[config.mk]
export PLATFORM = sky130hd
export DESIGN_NAME = fps_ctrl
export DESIGN_NICKNAME = d
export VERILOG_FILES = /design/src/rtl/fps_pkg.sv /design/src/rtl/fps_ctrl.sv
export SDC_FILE = /design/constraint.sdc
export NUM_CORES = 1
export LEC_CHECK = 0
export BUFFER_PORTS_ARGS = -buffer_cell sky130_fd_sc_hd__clkbuf_2
export CORE_ASPECT_RATIO = 1.4
export CORE_MARGIN = 1.5
export CORE_UTILIZATION = 49
export DETAILED_ROUTE_END_ITERATION = 12
export PLACE_DENSITY_LB_ADDON = 0.08
export SLEW_MARGIN = 10
export SYNTH_ARGS = -nofsm -noshare
export SYNTH_HDL_FRONTEND = slang
export SYNTH_SLANG_ARGS = --single-unit
[constraint.sdc]
create_clock -name i_clk -period 6.6 [get_ports i_clk]
set_input_delay 0.99 -clock i_clk [delete_from_list [all_inputs] [get_ports i_clk]]
set_output_delay 0.99 -clock i_clk [all_outputs]
set_load 0.01 [all_outputs]
[src/rtl/fps_pkg.sv]
`timescale 1ns / 1ps
// ----------------------------------------------------------------------------
// fps_pkg
// Shared types and constants for the Fenwick prefix-sum tree.
// ----------------------------------------------------------------------------
package fps_pkg;

    // default tree geometry
    localparam int SIZE_DEF       = 1024;
    localparam int VALUE_BITS_DEF = 32;

    // fixed port widths
    localparam int POS_W   = 10;
    localparam int DELTA_W = 32;
    localparam int SUM_W   = 32;

    // item kinds
    typedef enum logic {
        ACT_ADD   = 1'b0,
        ACT_QUERY = 1'b1
    } t_action;

    // controller states
    typedef enum logic [1:0] {
        ST_IDLE,
        ST_CLEAR,
        ST_WALK
    } t_state;

    // memory port strobes
    typedef struct packed {
        logic rd_en;
        logic wr_en;
    } t_mem_ctl;

endpackage

[src/rtl/fps_ctrl.sv]
`timescale 1ns / 1ps
// ----------------------------------------------------------------------------
// fps_ctrl
// Walk sequencer: clearing pass, node walk (read-modify-write for adds), result.
// ----------------------------------------------------------------------------
module fps_ctrl #(
    parameter int SIZE       = fps_pkg::SIZE_DEF,
    parameter int VALUE_BITS = fps_pkg::VALUE_BITS_DEF,
    parameter int AW         = $clog2(SIZE)
) (
    input  logic                          i_clk,
    input  logic                          i_rst_n,
    input  logic                          start,
    output logic                          busy,
    input  logic                          i_action,
    input  logic [fps_pkg::POS_W-1:0]     i_position,
    input  logic [fps_pkg::DELTA_W-1:0]   i_delta,
    output logic                          o_valid,
    output logic [fps_pkg::SUM_W-1:0]     o_prefix_sum,
    output fps_pkg::t_mem_ctl             o_mem_ctl,
    output logic [AW-1:0]                 o_rd_addr,
    output logic [AW-1:0]                 o_wr_addr,
    output logic [VALUE_BITS-1:0]         o_wr_data,
    input  logic [VALUE_BITS-1:0]         i_rd_data
);
    import fps_pkg::*;

    // node index wide enough for position+1 and for k+lowbit(k) up to 2*SIZE
    localparam int KW = ($clog2(SIZE) + 2 > POS_W + 1) ? $clog2(SIZE) + 2 : POS_W + 1;

    t_state                r_state, n_state;
    t_action               r_act;
    logic [KW-1:0]         r_k;
    logic [VALUE_BITS-1:0] r_delta;
    logic [VALUE_BITS-1:0] r_acc;
    logic                  r_dvalid;
    logic [AW-1:0]         r_waddr;
    logic [AW-1:0]         r_clr;
    logic                  r_out_valid;
    logic [SUM_W-1:0]      r_out;

    logic                  w_accept;
    logic                  w_live;
    logic                  w_done;
    logic                  w_clr_last;
    logic [KW-1:0]         w_low;
    logic [KW-1:0]         w_k_next;
    logic [KW-1:0]         w_k_start;
    logic [KW-1:0]         w_k_m1;
    logic [KW-1:0]         w_pos;
    logic [VALUE_BITS-1:0] w_delta_ext;
    logic [SUM_W-1:0]      w_sum_ext;

    assign w_accept = start && (r_state == ST_IDLE);

    // sign-extend or truncate the delta to the node width
    generate
        if (VALUE_BITS > DELTA_W) begin : g_dext
            assign w_delta_ext = {{(VALUE_BITS - DELTA_W){i_delta[DELTA_W-1]}}, i_delta};
        end else if (VALUE_BITS == DELTA_W) begin : g_deq
            assign w_delta_ext = i_delta;
        end else begin : g_dtrunc
            assign w_delta_ext = i_delta[VALUE_BITS-1:0];
        end
    endgenerate

    // low bits of the accumulator, zero-extended for narrow nodes
    generate
        if (VALUE_BITS > SUM_W) begin : g_strunc
            assign w_sum_ext = r_acc[SUM_W-1:0];
        end else if (VALUE_BITS == SUM_W) begin : g_seq
            assign w_sum_ext = r_acc;
        end else begin : g_sext
            assign w_sum_ext = {{(SUM_W - VALUE_BITS){1'b0}}, r_acc};
        end
    endgenerate

    // starting node: queries saturate to the last position
    assign w_pos = KW'(i_position);
    always_comb begin
        if ((t_action'(i_action) == ACT_QUERY) && (w_pos >= KW'(SIZE))) begin
            w_k_start = KW'(SIZE);
        end else begin
            w_k_start = w_pos + KW'(1);
        end
    end

    // walk step: up by adding the lowest set bit, down by clearing it
    assign w_low    = r_k & (~r_k + KW'(1));
    assign w_k_next = (r_act == ACT_ADD) ? (r_k + w_low) : (r_k - w_low);
    assign w_k_m1   = r_k - KW'(1);
    assign w_live   = (r_act == ACT_ADD) ? (r_k <= KW'(SIZE)) : (r_k != '0);
    assign w_done   = !w_live && !r_dvalid;
    assign w_clr_last = (r_clr == AW'(SIZE - 1));

    // next state
    always_comb begin
        n_state = r_state;
        unique case (r_state)
            ST_IDLE:  if (start)      n_state = ST_WALK;
            ST_CLEAR: if (w_clr_last) n_state = ST_IDLE;
            ST_WALK:  if (w_done)     n_state = ST_IDLE;
            default:                  n_state = ST_IDLE;
        endcase
    end

    // memory strobes and busy
    always_comb begin
        o_mem_ctl = '0;
        o_wr_addr = r_waddr;
        o_wr_data = i_rd_data + r_delta;
        busy      = 1'b1;
        unique case (r_state)
            ST_IDLE: begin
                busy = 1'b0;
            end
            ST_CLEAR: begin
                o_mem_ctl.wr_en = 1'b1;
                o_wr_addr       = r_clr;
                o_wr_data       = '0;
            end
            ST_WALK: begin
                o_mem_ctl.rd_en = w_live;
                o_mem_ctl.wr_en = r_dvalid && (r_act == ACT_ADD);
            end
            default: begin
                busy = 1'b1;
            end
        endcase
    end
    assign o_rd_addr = w_k_m1[AW-1:0];

    // state register
    always_ff @(posedge i_clk) begin
        if (!i_rst_n) begin
            r_state <= ST_CLEAR;
        end else begin
            r_state <= n_state;
        end
    end

    // control registers
    always_ff @(posedge i_clk) begin
        if (!i_rst_n) begin
            r_clr       <= '0;
            r_dvalid    <= 1'b0;
            r_out_valid <= 1'b0;
        end else begin
            if (r_state == ST_CLEAR) begin
                r_clr <= r_clr + AW'(1);
            end
            r_dvalid    <= (r_state == ST_WALK) && w_live;
            r_out_valid <= (r_state == ST_WALK) && w_done && (r_act == ACT_QUERY);
        end
    end

    // walk datapath
    always_ff @(posedge i_clk) begin
        if (w_accept) begin
            r_act   <= t_action'(i_action);
            r_k     <= w_k_start;
            r_delta <= w_delta_ext;
            r_acc   <= '0;
        end else if (r_state == ST_WALK) begin
            if (w_live) begin
                r_k     <= w_k_next;
                r_waddr <= w_k_m1[AW-1:0];
            end
            if (r_dvalid && (r_act == ACT_QUERY)) begin
                r_acc <= r_acc + i_rd_data;
            end
        end
    end

    // result register
    always_ff @(posedge i_clk) begin
        if ((r_state == ST_WALK) && w_done) begin
            r_out <= w_sum_ext;
        end
    end

    assign o_valid      = r_out_valid;
    assign o_prefix_sum = r_out;

endmodule

**Yosys cells after proc, flatten, opt, wreduce, memory -nomap -nowiden**

Index checks and enable logic that the tools add are counted.

- Output and inout port bits: 88
- Register bits after elaboration: 133

- Bitwise gates (word level): 4
- Add/subtract/negate cells: 8
- Reduce and logical (&&, ||, !) cells: 18
- Multiplexer cells: 15
- Equal/unequal tests: 6
- $lt $le $gt $ge: 2

Operators with widths:

| cell | count |
|---|---|
| 32-bit adder | 2 |
| 12-bit two-way mux | 5 |
| 32-bit two-way mux | 1 |
| 12-bit by 1-bit adder with 12-bit output (second input constant) | 1 |
| 12-bit adder | 1 |
| 12-bit AND | 1 |
| 12-bit by 11-bit <= comparator with 1-bit output (second input constant) | 1 |
| 12-bit inverter | 1 |
| 12-bit nonzero test | 1 |
| 12-bit subtractor | 1 |
| 10-bit by 1-bit adder with 11-bit output (second input constant) | 1 |
| 10-bit by 11-bit >= comparator with 1-bit output (second input constant) | 1 |
| 10-bit by 1-bit adder with 10-bit output (second input constant) | 1 |
| 10-bit == test (second input constant) | 1 |
| 10-bit two-way mux | 1 |
| 10-bit by 1-bit subtractor with 10-bit output (second input constant) | 1 |
| 1-bit logical AND | 8 |
| 2-bit two-way mux | 3 |
| 2-bit != test (second input constant) | 3 |
| 2-bit one-hot mux with 3 select lines | 1 |
| 3-bit AND reduction | 2 |
| 2-bit AND reduction | 2 |
| 2-bit nonzero test | 2 |
| 1-bit two-way mux | 3 |
| 6 further kinds | 8 |

**Logic depth before layout (Yosys ltp)**

Gate-level depths: netlist (run 1).

- Depth in word-level cells: 8
- Depth in mapped cells: 15

**Least setup slack after synthesis (run 1)**

OpenSTA, ideal clock, no wires.

- Path kind: input -> output
- From: input i_rd_data[0]
- To: output o_wr_data[24]
- Arrival time: 3.337 ns
- Stages on the path: 10
- Data required time: 5.610 ns
- Slack: 2.273 ns
- Cells stage by stage: ha_1 > fa_1 > a211oi_1 > nor2_1 > o31ai_1 > a311oi_2 > o21ai_1 > o21ai_1 > a31oi_1 > mux2_1

- Cells in the longest elaborated chain, start to end: 2

RTL lines:

| item | RTL line | text |
|---|---|---|
| start, declared | fps_ctrl.sv:24 | `input logic [VALUE_BITS-1:0] i_rd_data` |
| 32-bit adder | fps_ctrl.sv:111 | `o_wr_data = i_rd_data + r_delta;` |
| 32-bit two-way mux | fps_ctrl.sv:113 | `unique case (r_state)` |
| end, declared | fps_ctrl.sv:23 | `output logic [VALUE_BITS-1:0] o_wr_data,` |

No other way between the ends.

**Worst setup path after layout (run 1)**

Same ends and word-level chain as after synthesis.

==> out/metrics.csv, run 1 <==
metric,value,unit
status,finished clean,
Final Cycle Share,0.736,
initial DRC count,372,
Slew headroom,0.449,
critical path buffer and inverter count,2,
unrepaired setup endpoints after global routing,no,
Max clock buf depth,2,
Comb pwr share,0.378,
CP cell instances,clkbuf_2 -> ha_1 -> fa_1 -> a211oi_1 -> nor2_1 -> o31ai_1 -> a311oi_2 -> o21ai_1 -> o21ai_1 -> a31oi_1 -> mux2_1 -> clkbuf_2,
floorplan row count,58,
VDD IR-drop max,0.210,mV
Die ar.,19300,sq um
Switching Fraction,0.355,
R2R setup slack,3150,ps
Initial Utilization,0.503,
Fin Setup TNS,0,ps
hold path cells,0,
CTS sink count,133,
Final Critical Period,4850,ps
"Distinct cells, synth",67,
Routability Congestion,0.870,
PortBufs,165,
DP HPWL,17.4,mm
vias per inst,5.60,
Vias,7790,
layout cells sized above 1,0.204,
Routed Antenna Nets,0,
Final Power,3.27,mW
Slowest Stage Delay on Critical Path,430,ps
critical path required time,5610,ps
post-CTS resize count,0,
grt ovf,0,
clock share of power,0.292,
total iterations of the first detailed-routing run,4,
Final nets,1299,
drt total wl,22.9,mm
Tot GR Track Use,0.235,
fin cells,1391,
Boundary Pins,166,
H-tree levels,4,
WHS Endpoint,o_prefix_sum[31],
max-cap violation count,0,
"FFs w/ async S/R, synth",0,
"Slew Viols, Final",0,
CTS Hold Bufs,0,
die height,164,um
mapped cell area,9050,sq um
largest net degree at the start of global routing,40,
Reg2Reg Depth,13,
CP Data Arrival Time,3860,ps
share of the synthesized area in the top cell type,0.289,
first-pass GRT wire length,35.9,mm
leading area contributor after synthesis,edfxtp_1,
"FF+latch count, synth",133,
post-synthesis sequential area ratio,0.390,
placed cells,1359,
Gate Count Post-Synth,981,
clk_lat worst skew,420,ps
Seq pwr share,0.330,
CP max FO,4,
Hold Path Origin,r_acc[31],
worst-path cell with the longest stage delay,fa_1,
Pint,2.11,mW
Max Clock Freq,206,MHz
Hold Path Class,reg -> reg,
Crit path max-delay family,compound AO/OA/AOI/OAI gates,
"EDFF count, synth",87,
"Core Util, Final",0.594,
number of remaining DRC errors,0,
commonest cells in the netlist,"101 x nor2_1, 89 x a21oi_1, 87 x edfxtp_1, 87 x nand2_1, 81 x ha_1",
syn_area_per_cell,9.22,sq um
Leak,4.50,nW
Slew @ Worst Pin,823,ps
reg2reg start,r_k[0],
Wirelength per Cell,16.5,um
Synth area leaders,"edfxtp_1 29%, ha_1 11%, dfxtp_1 10%",
CP Class,in -> out,
synth warn,0,
TritonCTS clock tree,yes,
area grow syn2layout,18.1,%
Filler cells,1705,
FF-to-FF End,r_k[11],
Clock transition at path regs,60,ps
Die Span X,118,um
Critical Path Source Type,input port,
Fin. Hold Viols,0,
syn_nets,1142,
CTS buffer count,17,
Synth Flop Type,edfxtp_1,
root buf cell,clkbuf_16,
Worst setup EP type,output pin,
setup bufs post-CTS,0,
Clock Skew,7.85,ps
Net Switching,1.16,mW
Pwr Density,307,nW/um^2
most common cell in the synthesized netlist,nor2_1,
Antenna Cells,0,
core region area,18000,sq um
number of global-route vias before repair,7459,
Finish-stage setup viols,0,
initial antenna violation count,0,
-- stage by stage --
step	setup WS [ps]	hold WS (ps)	area (sq um)
6_report	1750	434	10700
5_1_grt	1490	460	10700
4_1_cts	1730	436	10700
3_5_place_dp	1750	421	10100
3_3_place_gp	1760	416	10100
2_1_floorplan	2270	408	9050
-- final cells by class --
cell class	instances	area, sq um	share of cell area
clock inverter	14	161	0.0151
inverter	32	120	0.0112
timing repair buffer	171	871	0.0815
clock buffer	18	429	0.0402
multi-input combinational	783	5270	0.493
tap	240	300	0.0281
sequential	133	3530	0.331
-- kinds of logic after synthesis --
kind of cell,Yosys count,share of synthesized area
simple gates,340,0.182
xor+xnor,77,0.0745
fa+ha+maj,83,0.116
buf+inv,65,0.0281
compound gates,265,0.187
flops,133,0.390
mux,18,0.0214
-- worst reg2reg max path, stage by stage (launching register included) --
cell	delay, ps
edfxtp_1	460
inv_1	170
ha_1	300
nand2_1	170
xor2_1	200
ha_1	310
o21a_1	130
o21a_1	200
o2111ai_1	200
o211ai_1	140
o41ai_1	450
o21ai_0	220
xnor2_1	170
nor2_1	60
-- power by group through the flow --
stage          sequential [mW]  combinational, mW  clock (mW)
5_1_grt                   1.09               1.38        1.00
3_5_place_dp              1.10               1.24           0
3_3_place_gp              1.10               1.23           0
2_1_floorplan             1.07              0.895           0
6_report                  1.08               1.24       0.955
4_1_cts                   1.08               1.25       0.973
-- routing by layer --
layer | routed length [um] | part of all wire | up-vias | track usage
li1 | - | - | 3934 | -
met1 | 8840 | 0.39 | 3641 | 0.246
met2 | 12400 | 0.54 | 171 | 0.456
met3 | 846 | 0.037 | 44 | 0.0410
met4 | 833 | 0.036 | 0 | 0.109
met5 | 0 | 0 | - | 0
-- placed cells by master (no fill, tap or decap), types with 9 or more instances in the layout --
master	count
a211oi_1	16
a21o_1	15
a21oi_1	89
a31oi_1	14
and2_1	10
and3_1	19
clkbuf_16	17
clkbuf_2	165
dfxtp_1	46
edfxtp_1	87
ha_1	80
inv_1	31
mux2_2	10
nand2_1	87
nand3_1	35
nand4_1	11
nor2_1	101
nor2b_1	10
nor3_1	23
o211ai_1	9
o21a_1	18
o21ai_0	51
xnor2_1	48
xor2_1	29
-- how the worst max path moves through the flow --
stage / slack, ps / end / start / depth (start not counted)
finish: 1750 / o_wr_data[24] / i_rd_data[0] / 12
global route: 1490 / o_wr_data[24] / i_rd_data[0] / 12
CTS: 1730 / o_wr_data[24] / i_rd_data[0] / 12
floorplan: 2270 / o_wr_data[24] / i_rd_data[0] / 10
global placement: 1760 / o_wr_data[24] / i_rd_data[0] / 12
detailed placement: 1750 / o_wr_data[24] / i_rd_data[0] / 12
-- flip-flops by register name (all words and copies together) (netlist names) --
signal        cells
o_prefix_sum     32
r_delta          32
o_valid           1
r_clr            10
r_acc            32
r_act             1
r_waddr          10
r_state           2
r_dvalid          1
r_k              12
Power figures use the tool's default switching activity.
==> run 2: changes to the inputs <==
ABC_AREA = 1   (was default)
clock period = 5 ns   (was 6.6 ns; I/O delays follow)
==> out/metrics.csv, run 2 <==
metric,value,unit,change
Antenna Cells,0,,unchanged
CP max FO,6,,was 4
Gate Count Post-Synth,1334,,was 981
"FF+latch count, synth",133,,unchanged
max-cap violation count,0,,unchanged
initial DRC count,562,,was 372
mapped cell area,9810,sq um,was 9050 sq um
Vias,9345,,was 7790
Hold Path Class,reg -> reg,,unchanged
clk_lat worst skew,440,ps,was 420 ps
"most common cell after layout, fill and taps aside",nand2_1,,was clkbuf_2
critical path required time,4250,ps,was 5610 ps
Final nets,1665,,was 1299
CTS sink count,133,,unchanged
Fin. Hold Viols,0,,unchanged
"Slew Viols, Final",0,,unchanged
syn_nets,1495,,was 1142
VDD IR-drop max,0.230,mV,was 0.210 mV
PortBufs,165,,unchanged
Routed Antenna Nets,0,,unchanged
grt ovf,0,,unchanged
root buf cell,clkbuf_16,,unchanged
total iterations of the first detailed-routing run,5,,was 4
die height,170,um,was 164 um
unrepaired setup endpoints after global routing,no,,unchanged
"Core Util, Final",0.586,,was 0.594
Filler cells,1922,,was 1705
CP Class,in -> out,,unchanged
Final Critical Period,3630,ps,
"FFs w/ async S/R, synth",0,,unchanged
Worst setup EP type,output pin,,unchanged
Max Clock Freq,275,MHz,
H-tree levels,4,,unchanged
Final Power,3.28,mW,was 3.27 mW
Initial Utilization,0.496,,was 0.503
CTS buffer count,17,,unchanged
Critical Path Source Type,input port,,unchanged
layout cells sized above 1,0.154,,was 0.204
Die Span X,123,um,was 118 um
number of remaining DRC errors,0,,unchanged
core region area,19800,sq um,was 18000 sq um
Max clock buf depth,2,,unchanged
TritonCTS clock tree,yes,,unchanged
vias per inst,5.28,,was 5.60
post-synthesis sequential area ratio,0.360,,was 0.390
setup bufs post-CTS,0,,unchanged
number of global-route vias before repair,9148,,was 7459
leading area contributor after synthesis,edfxtp_1,,unchanged
Die ar.,20900,sq um,was 19300 sq um
most common cell in the synthesized netlist,nand2_1,,was nor2_1
initial antenna violation count,0,,unchanged
DP HPWL,22.6,mm,was 17.4 mm
Synth area leaders,"edfxtp_1 27%, nand2_1 12%, ha_1 10%",,"was edfxtp_1 29%, ha_1 11%, dfxtp_1 10%"
drt total wl,28.5,mm,was 22.9 mm
"Distinct cells, synth",50,,was 67
CTS Hold Bufs,0,,unchanged
largest net degree at the start of global routing,54,,was 40
Boundary Pins,166,,unchanged
most frequent cells in the layout,"326 x nand2_1, 167 x inv_1, 165 x clkbuf_2",,"was 165 x clkbuf_2, 101 x nor2_1, 89 x a21oi_1"
Pwr Density,284,nW/um^2,was 307 nW/um^2
"EDFF count, synth",87,,unchanged
first-pass GRT wire length,43.9,mm,was 35.9 mm
share of the synthesized area in the top cell type,0.266,,was 0.289
status,finished clean,,unchanged
floorplan row count,61,,was 58
post-CTS resize count,0,,unchanged
CP Data Arrival Time,2880,ps,was 3860 ps
Leak,5.49,nW,was 4.50 nW
Synth Flop Type,edfxtp_1,,unchanged
Finish-stage setup viols,0,,unchanged
commonest cells in the netlist,"326 x nand2_1, 167 x inv_1, 142 x nor2_1",,"was 101 x nor2_1, 89 x a21oi_1, 87 x edfxtp_1, 87 x nand2_1, 81 x ha_1"
Slew @ Worst Pin,992,ps,was 823 ps
Final Cycle Share,0.727,,
Slew headroom,0.337,,was 0.449
Clock Skew,9.68,ps,was 7.85 ps
syn_area_per_cell,7.35,sq um,was 9.22 sq um
area grow syn2layout,18.1,%,about the same
Tot GR Track Use,0.276,,was 0.235
synth warn,0,,unchanged
Clock transition at path regs,60,ps,about the same
Routability Congestion,0.997,,was 0.870
Fin Setup TNS,0,ps,unchanged
Wirelength per Cell,16.1,um,was 16.5 um
run 2: cell count changes in the layout (fill, tap and decap cells not counted), moves of 14 or more:
| cell | previous run | this run |
|---|---|---|
| o21ai_0 | 51 | 89 |
| nand3_1 | 35 | 78 |
| a211oi_1 | 16 | 0 |
| nand2_1 | 87 | 326 |
| a21oi_1 | 89 | 120 |
| inv_1 | 31 | 167 |
| and3_1 | 19 | 0 |
| xnor2_1 | 48 | 10 |
| o21bai_1 | 7 | 21 |
| nor2_1 | 101 | 141 |
run 2: power by group:
part / total [mW] / internal [mW] / switching [mW]
combinational: 0.618 / 0.216 / 0.402
sequential: 1.23 / 1.21 / 0.0231
clock: 1.44 / 0.947 / 0.490
total: 3.28 / 2.37 / 0.916
run 2: final timing paths:
check	start	endpoint	slack, ps	depth (start not counted)
worst max-delay path	i_rd_data[19]	o_wr_data[20]	1370	9
worst min register to register	r_acc[9]	o_prefix_sum[9]	460	0
worst min-delay path	r_acc[9]	o_prefix_sum[9]	460	0
worst max register to register	r_k[1]	r_k[11]	1830	18
run 2: final cells by class:
cell class / count / area (sq um) / area share
Timing Repair Buffer: 170 / 863 / 0.0745
Inverter: 172 / 646 / 0.0557
Tap cell: 252 / 315 / 0.0272
Clock inverter: 13 / 228 / 0.0197
Multi-Input combinational cell: 1010 / 5560 / 0.480
Clock buffer: 19 / 443 / 0.0382
Sequential cell: 133 / 3530 / 0.305
run 2: worst max-delay path, stage by stage:
cell and delay [ps]:
clkbuf_2 110, ha_1 380, a21oi_1 260, o21ai_0 210, a21oi_1 390, nand3_1 290
xnor2_1 190, nor2_1 140, clkbuf_2 160
run 2: stage by stage:
stage          setup slack [ps]  hold slack, ps  area [sq um]  instances
3_3_place_gp               1440             439         10900       1737
4_1_cts                    1450             459         11600       1769
2_1_floorplan              1730             429          9810       1334
5_1_grt                    1300             475         11600       1769
3_5_place_dp               1460             444         10900       1737
6_report                   1370             462         11600       1769
run 2: metal layers:
layer | vias to the layer above | part of all wire | GRT usage
met2 | 257 | 0.52 | 0.513
met4 | 0 | 0.043 | 0.146
met1 | 4212 | 0.39 | 0.290
li1 | 4808 | - | -
met5 | - | 0 | 0
met3 | 68 | 0.048 | 0.0506
run 2: kinds of logic (layout without fill, tap and decap cells):
| logic type | count (synthesis) | in the layout | share of synthesized area |
|---|---|---|---|
| buffers and inverters | 191 | 374 | 0.0749 |
| adder cells (fa/ha/maj) | 83 | 83 | 0.107 |
| XOR/XNOR | 40 | 40 | 0.0357 |
| flip-flops | 133 | 133 | 0.360 |
| AND/OR/NAND/NOR | 614 | 614 | 0.266 |
| AO/OA/AOI/OAI | 273 | 273 | 0.156 |
==> run 3: changes to the inputs <==
clock period = 3.8 ns   (was 5 ns; I/O delays follow)
==> out/metrics.csv, run 3 (synthesized netlist as in run 2, its figures left out) <==
metric,value,unit,change
R2R setup slack,640,ps,was 1830 ps
Initial Utilization,0.496,,unchanged
grt ovf,0,,unchanged
status,finished clean,,unchanged
WHS Endpoint,r_act,,was o_prefix_sum[9]
number of remaining DRC errors,0,,unchanged
hold path cells,1,,was 0
Fin Setup TNS,0,ps,unchanged
Antenna Cells,0,,unchanged
root buf cell,clkbuf_16,,unchanged
Routed Antenna Nets,0,,unchanged
VDD IR-drop max,0.303,mV,was 0.230 mV
Routability Congestion,1.01,,was 0.997
post-CTS resize count,0,,unchanged
Die ar.,20900,sq um,unchanged
PortBufs,165,,unchanged
CP cell instances,inv_1 -> ha_1 -> clkinv_1 -> buf_4 -> o21ai_0 -> clkbuf_2,,was clkbuf_2 -> ha_1 -> a21oi_1 -> o21ai_0 -> a21oi_1 -> nand3_1 -> xnor2_1 -> nor2_1 -> clkbuf_2
Boundary Pins,166,,unchanged
Fin. Hold Viols,0,,unchanged
die height,170,um,unchanged
Max clock buf depth,2,,unchanged
Tot GR Track Use,0.274,,was 0.276
DP HPWL,22.9,mm,was 22.6 mm
Final Critical Period,3410,ps,
worst-path cell with the longest stage delay,clkinv_1,,was a21oi_1
Worst setup EP type,output pin,,unchanged
Slowest Stage Delay on Critical Path,860,ps,was 390 ps
floorplan row count,61,,unchanged
setup bufs post-CTS,0,,unchanged
Filler cells,1997,,was 1922
TritonCTS clock tree,yes,,unchanged
Leak,5.46,nW,was 5.49 nW
Final nets,1666,,was 1665
clk_lat worst skew,420,ps,was 440 ps
Final Cycle Share,0.898,,
Slew headroom,0.246,,was 0.337
Final Power,3.98,mW,was 3.28 mW
area grow syn2layout,17.0,%,was 18.1%
CP Data Arrival Time,2840,ps,was 2880 ps
first-pass GRT wire length,43.8,mm,was 43.9 mm
Clock transition at path regs,60,ps,about the same
FF-to-FF End,r_k[11],,unchanged
Reg2Reg Depth,18,,unchanged
Wirelength per Cell,16.0,um,was 16.1 um
initial antenna violation count,0,,unchanged
Slew @ Worst Pin,1120,ps,was 992 ps
largest net degree at the start of global routing,40,,was 54
CTS sink count,133,,unchanged
critical path required time,3230,ps,was 4250 ps
CP max FO,34,,was 6
layout cells sized above 1,0.156,,was 0.154
Hold Path Origin,i_action,,was r_acc[9]
CTS buffer count,17,,unchanged
Critical Path Source Type,flip-flop,,was input port
core region area,19800,sq um,unchanged
initial DRC count,438,,was 562
Die Span X,123,um,unchanged
drt total wl,28.3,mm,was 28.5 mm
Finish-stage setup viols,0,,unchanged
total iterations of the first detailed-routing run,5,,unchanged
number of global-route vias before repair,9043,,was 9148
most frequent cells in the layout,"326 x nand2_1, 167 x inv_1, 165 x clkbuf_2",,unchanged
H-tree levels,4,,unchanged
vias per inst,5.32,,was 5.28
CP Class,reg -> out,,was in -> out
max-cap violation count,0,,unchanged
Pwr Density,347,nW/um^2,was 284 nW/um^2
CP startpoint,r_state[1],,was i_rd_data[19]
Clock Skew,12.8,ps,was 9.68 ps
unrepaired setup endpoints after global routing,no,,unchanged
Max Clock Freq,293,MHz,
"Slew Viols, Final",0,,unchanged
Hold Path Class,in -> reg,,was reg -> reg
CTS Hold Bufs,0,,unchanged
Vias,9419,,was 9345
reg2reg start,r_k[1],,unchanged
"most common cell after layout, fill and taps aside",nand2_1,,unchanged
==> run 3: final cells by class <==
cell class                 count  area [sq um]  share of cell area
clock buffer                  20           467              0.0407
multi-input combinational   1010          5560               0.484
inverter                     172           646              0.0563
timing repair buffer         171           871              0.0759
clock inverter                12          90.1             0.00785
tap                          252           315              0.0275
sequential                   133          3530               0.308
==> run 3: per-stage QoR <==
step	worst slack [ps]	hold WS (ps)	utilization	instance area, sq um	instances
floorplan	529	429	-	9810	1334
global placement	732	442	0.552	10900	1738
detailed placement	664	442	0.552	10900	1738
CTS	374	309	0.581	11500	1770
global route	179	305	0.581	11500	1770
finish	388	321	0.581	11500	1770
==> run 3: report_power, final <==
group          leakage, nW  internal [mW]  switching, mW
sequential            1.09           1.59         0.0305
clock                0.283          0.896          0.655
combinational         4.08          0.286          0.530
==> run 3: per-layer routing <==
layer	vias up	part of all wire	wire length [um]	GRT usage
met5	-	0	0	0
met4	0	0.033	938	0.115
met3	54	0.047	1330	0.0436
met2	257	0.53	14900	0.518
met1	4297	0.39	11200	0.298
li1	4811	-	-	-
==> run 3: critical path: cells and delay by family, from the launching register on <==
kind,cells,cell delay [ps]
adders and majority gates,1,170
DFF,1,320
AOI/OAI and AO/OA,1,260
buffers and inverters,4,1650
==> run 3: worst max-delay path by stage <==
stage,endpoint,slack (ps),cells past startpoint
after detailed placement,r_k[11],660,18
final,o_wr_addr[9],390,6
after global routing,o_wr_addr[9],180,6
after CTS,o_wr_addr[9],370,6
after global placement,o_wr_data[16],730,16
after floorplan,o_prefix_sum[0],530,9
